$ cat src/sv/open_addressing_hash_table_unit_defines.svh
// Assertion macros shared by the hash table unit.
`ifndef OPEN_ADDRESSING_HASH_TABLE_UNIT_DEFINES_SVH
`define OPEN_ADDRESSING_HASH_TABLE_UNIT_DEFINES_SVH

// The condition holds in the same cycle as the trigger.
`define OAHT_ASSERT_SAME(label, clk, rst_n, trig, cond) \
	label: assert property (@(posedge clk) disable iff (!rst_n) (trig) |-> (cond)) \
		else $error("oaht: same-cycle check failed");

// The condition holds in the cycle after the trigger.
`define OAHT_ASSERT_NEXT(label, clk, rst_n, trig, cond) \
	label: assert property (@(posedge clk) disable iff (!rst_n) (trig) |=> (cond)) \
		else $error("oaht: next-cycle check failed");

`endif

$ cat src/sv/oaht_pkg.sv
// Package of types and constants for the open-addressing hash table unit.
package oaht_pkg;

	// Slot count must be a power of two; the start slot is the low hash bits.
	localparam int SLOTS      = 256;
	localparam int KEY_BITS   = 32;
	localparam int VALUE_BITS = 64;

	localparam int IDX_W  = $clog2(SLOTS);
	localparam int CNT_W  = IDX_W + 1;
	localparam int MARK_W = 2;
	localparam int WORD_W = MARK_W + KEY_BITS + VALUE_BITS;
	localparam int LIMIT_W = 9;
	localparam logic [LIMIT_W-1:0] LIMIT_RESET = 9'd192;

	// Stream field layout.
	localparam int OP_W        = 2;
	localparam int KEY_IN_W    = 32;
	localparam int HASH_W      = 32;
	localparam int VAL_IN_W    = 64;
	localparam int IN_KEY_LSB  = OP_W;
	localparam int IN_HASH_LSB = IN_KEY_LSB + KEY_IN_W;
	localparam int IN_VAL_LSB  = IN_HASH_LSB + HASH_W;
	localparam int IN_BITS     = IN_VAL_LSB + VAL_IN_W;
	localparam int S_TDATA_W   = ((IN_BITS + 7) / 8) * 8;
	localparam int ST_W        = 2;
	localparam int VAL_OUT_W   = 64;
	localparam int OUT_BITS    = ST_W + 1 + VAL_OUT_W;
	localparam int M_TDATA_W   = ((OUT_BITS + 7) / 8) * 8;

	typedef enum logic [OP_W-1:0] {
		OP_GET = 2'd0,
		OP_SET = 2'd1,
		OP_DEL = 2'd2
	} op_t;

	typedef enum logic [ST_W-1:0] {
		ST_DONE     = 2'd0,
		ST_NOTFOUND = 2'd1,
		ST_FULL     = 2'd2
	} status_t;

	typedef enum logic [MARK_W-1:0] {
		MARK_EMPTY = 2'd0,
		MARK_LIVE  = 2'd1,
		MARK_TOMB  = 2'd2
	} mark_t;

	typedef struct packed {
		logic load;     // take a request and read its start slot
		logic step;     // move to the next slot and read it
		logic resolve;  // latch the probe outcome
		logic commit;   // write the table and load the result register
	} ctrl_cmd_t;

	typedef struct packed {
		logic skip;     // incoming request has an unknown operation
		logic stop;     // probe ends at the slot just read
		logic out_free; // result register can take a new result
	} ctrl_sts_t;

endpackage

$ cat src/sv/oaht_ctrl.sv
// Controller state machine that sequences accept, probe and commit.
module oaht_ctrl (
	input  logic                clk,
	input  logic                arst_n,
	input  logic                s_tvalid,
	output logic                s_tready,
	input  oaht_pkg::ctrl_sts_t sts,
	output oaht_pkg::ctrl_cmd_t cmd
);
	import oaht_pkg::*;

	typedef enum logic [2:0] {
		IDLE   = 3'b001,
		CHECK  = 3'b010,
		FINISH = 3'b100
	} state_t;

	state_t state_q;
	state_t state_next;

	always_comb begin
		state_next  = state_q;
		cmd         = '0;
		s_tready    = 1'b0;
		case (state_q)
			IDLE: begin
				s_tready = 1'b1;
				if (s_tvalid) begin
					cmd.load   = 1'b1;
					state_next = sts.skip ? FINISH : CHECK;
				end
			end
			CHECK: begin
				if (sts.stop) begin
					cmd.resolve = 1'b1;
					state_next  = FINISH;
				end else begin
					cmd.step = 1'b1;
				end
			end
			FINISH: begin
				if (sts.out_free) begin
					cmd.commit = 1'b1;
					state_next = IDLE;
				end
			end
			default: begin
				state_next = IDLE;
			end
		endcase
	end

	always_ff @(posedge clk or negedge arst_n) begin
		if (!arst_n) begin
			state_q <= IDLE;
		end else begin
			state_q <= state_next;
		end
	end

endmodule
$ cat config.mk
export PLATFORM = sky130hd
export DESIGN_NAME = oaht_ctrl
export DESIGN_NICKNAME = d
export VERILOG_FILES = /design/src/sv/open_addressing_hash_table_unit_defines.svh /design/src/sv/oaht_pkg.sv /design/src/sv/oaht_ctrl.sv
export SDC_FILE = /design/constraint.sdc
export NUM_CORES = 1
export LEC_CHECK = 0
export BUFFER_PORTS_ARGS = -buffer_cell sky130_fd_sc_hd__clkbuf_2
export CAP_MARGIN = 20
export CELL_PAD_IN_SITES_DETAIL_PLACEMENT = 0
export CELL_PAD_IN_SITES_GLOBAL_PLACEMENT = 2
export CORE_AREA = 2 2 39 41
export CTS_CLUSTER_SIZE = 28
export DETAILED_ROUTE_END_ITERATION = 7
export DIE_AREA = 0 0 41 43
export GPL_TIMING_DRIVEN = 1
export PLACE_DENSITY_LB_ADDON = 0.1
export SYNTH_ARGS = -nofsm -noshare
export SYNTH_HDL_FRONTEND = slang
export SYNTH_SLANG_ARGS = --single-unit
$ cat constraint.sdc
create_clock -name clk -period 1.2 [get_ports clk]
set_input_delay 0.06 -clock clk [delete_from_list [all_inputs] [get_ports clk]]
set_output_delay 0.06 -clock clk [all_outputs]
set_load 0.01 [all_outputs]
==> results.cfg <==
[worst_setup_path]
cp.required_ns = 1.14
rr_worst_depth = 3
cp-start-kind = flip-flop
cp_num_cells = 2
critical_path.top_delay_family = flip-flops
crit_type = flip-flop to primary output
cp_data_arrival_time_ns = 1.21
path_buf_inv = 1
cp-end-kind = primary output
max_stage_delay_ns = 0.60
cpMaxStageDelayCell = dfstp_2
crit_fanout = 6
cp_cell_sequence = and4bb_4 -> buf_6

[floorplan]
initial_core_util = 0.132
rows = 14
die_w_um = 41
die-height_um = 43
ios = 11
dieArea_mm2 = 0.00176
core_area_mm2 = 0.00138

[power_and_ir_drop]
seq_power_share = 0.332
p_leak_nw = 0.156
p_total_uw = 697
ir_drop_mv = 0.715
sw_frac_of_total = 0.324
p_sw_uw = 226
p_int_uw = 471
power_frac_comb = 0.415
clkPwrFrac = 0.253
powerDensity_mw_per_mm2 = 2080

[layout]
n_antenna_cell = 0
fin_util = 0.242
largest_register_ffs = 3
drive_above_1_share = 0.742
multi_input_area_um2 = 125
fillers = 155
reg_top3 = state_q (3)
top_register = state_q
nets = 38
layout.area.seq_um2 = 78.8
area_growth_pct = 83.6

[place]
place.gp.congestion = 0.680
io_buffers = 10
detailed_place_hpwl_um = 380

[logic_synthesis]
syn_area_per_cell_um2 = 13.0
syn_nets = 20
yosys_register_bits = 3
syn_area_um2 = 183
ys_warn_count = 0
ys_top_cells_by_area = dfrtp_1 (27%), nor4b_2 (16%), dfstp_2 (14%), and4bb_4 (8.9%), nor3b_1 (8.2%)
synthCells = 14
netlist.area_leader.share = 0.274
yosys.area.top_type = dfrtp_1
yosysUniqueCellTypes = 11
ys_seq_area_frac = 0.418

[routing]
via_count = 191
viasPerCell = 4.06
antenna_left = 0
remaining_drc_errors = 0
dr.pass1.iters = 2
avgRoutedWirePerCell_um = 10.4
totalWireLength_um = 487
drt_iter0_markers = 3

[sta]
rsz0062_at_grt = yes
setup_viol = 6
fin_crit_sh = 1.06
hold_viol_final = 0
max_freq_ghz = 0.786
worst_slack_ns = -0.0719
tightest_slew_ns = 0.293
maxSlewViolCount = 0
fin_crit_ns = 1.27
skew_ns = 0.00445
relSlewSlack = 0.804
holdWs_ns = 0.0929

[grt]
busiest_layer = met2
grt_first_pass_wirelength_um = 855
grt_start_max_net_pins = 7
track_usage = 0.0795
grt_pass1_vias = 220
grt_util_met3 = 0.0366
antenna_found_initial = 0
grtUsageMet2 = 0.106
met1_usage = 0.0744
overflow = 0

[worst_hold_path]
whs_path_depth = 2
min_path_type = input pin to flip-flop

[outcome]
violations = setup timing
status = finished with violations

[cts]
cts_buffer_depth = 2
path_clk_slew_ns = 0.04
insertion_delay_ns = 0.23
cts_root_buf = clkbuf_4
numCtsBuffers = 3
h-tree-depth = 1
cts_sinks = 3
cts_tree = done

[run]
max_cap_violations = 0
[power by group through the flow]
stage	sequential, mW	combinational (mW)	clock, mW
detailed placement	0.212	0.200	0
CTS	0.221	0.230	0.187
global route	0.243	0.319	0.204
global placement	0.212	0.197	0
floorplan	0.196	0.132	0
finish	0.232	0.289	0.176
[placed cells by master (no fill, tap or decap), types with 2 or more instances in the layout]
master    count
buf_4         2
clkbuf_2      8
clkbuf_4      3
dfrtp_2       2
nor3b_4       2
nor4b_2       2
[through the flow]
step / std cells / setup slack, ns / instance area, um2 / setup TNS, ns
after floorplan: 14 / 0.122 / 183 / 0
after global placement: 40 / 0.0408 / 253 / 0
after detailed placement: 40 / 0.0669 / 253 / 0
after CTS: 46 / -0.0739 / 308 / -0.240
after global routing: 47 / -0.141 / 335 / -0.607
final: 47 / -0.0719 / 335 / -0.179
[final cells by class]
cell class	count	area share
Multi-Input combinational cell	10	0.373
Timing Repair Buffer	13	0.243
Sequential cell	3	0.235
Clock buffer	4	0.0784
Tap cell	16	0.0597
Inverter	1	0.0112
[kinds of logic after synthesis]
group / after synthesis / synth area share
buffers and inverters: 1 / 0.0205
and+or+nand+nor: 8 / 0.466
DFF: 3 / 0.418
AOI/OAI and AO/OA: 2 / 0.0959
[Yosys cell counts]
cell type and n:
dfrtp_1 2, nor3b_1 2, nor4b_2 2, a21o_1 1
a221o_1 1, and2_1 1, and4bb_1 1, and4bb_4 1
dfstp_2 1, inv_1 1, nor3_1 1
[what timing repair did]
item                                    4_1_cts  5_1_grt
hold buffers                                  1        0
hold endpoints to repair                      3        0
endpoints found under the setup margin        5        6
buffers inserted                              1        1
gates resized for setup                       3        6
pin swaps                                     3        3
[worst paths after layout]
path | slack [ns] | to | from
worst min register to register | 0.66 | state_q[1]$_DFFE_PN0P_ | state_q[2]$_DFFE_PN0P_
min in group asynchronous | 0.15 | state_q[2]$_DFFE_PN0P_ | arst_n
max in group asynchronous | 0.85 | state_q[0]$_DFFE_PN1P_ | arst_n
worst max-delay path | -0.07 | cmd[3] | state_q[0]$_DFFE_PN1P_
worst max register to register | 0 | state_q[2]$_DFFE_PN0P_ | state_q[2]$_DFFE_PN0P_
worst min-delay path | 0.09 | state_q[2]$_DFFE_PN0P_ | sts[2]
[routing by layer]
layer	wire length (um)	part of all wire
met5	0	0
met1	175	0.36
met4	0	0
met2	278	0.57
met3	33	0.068
Note: power is estimated with default switching activity, not from simulation.
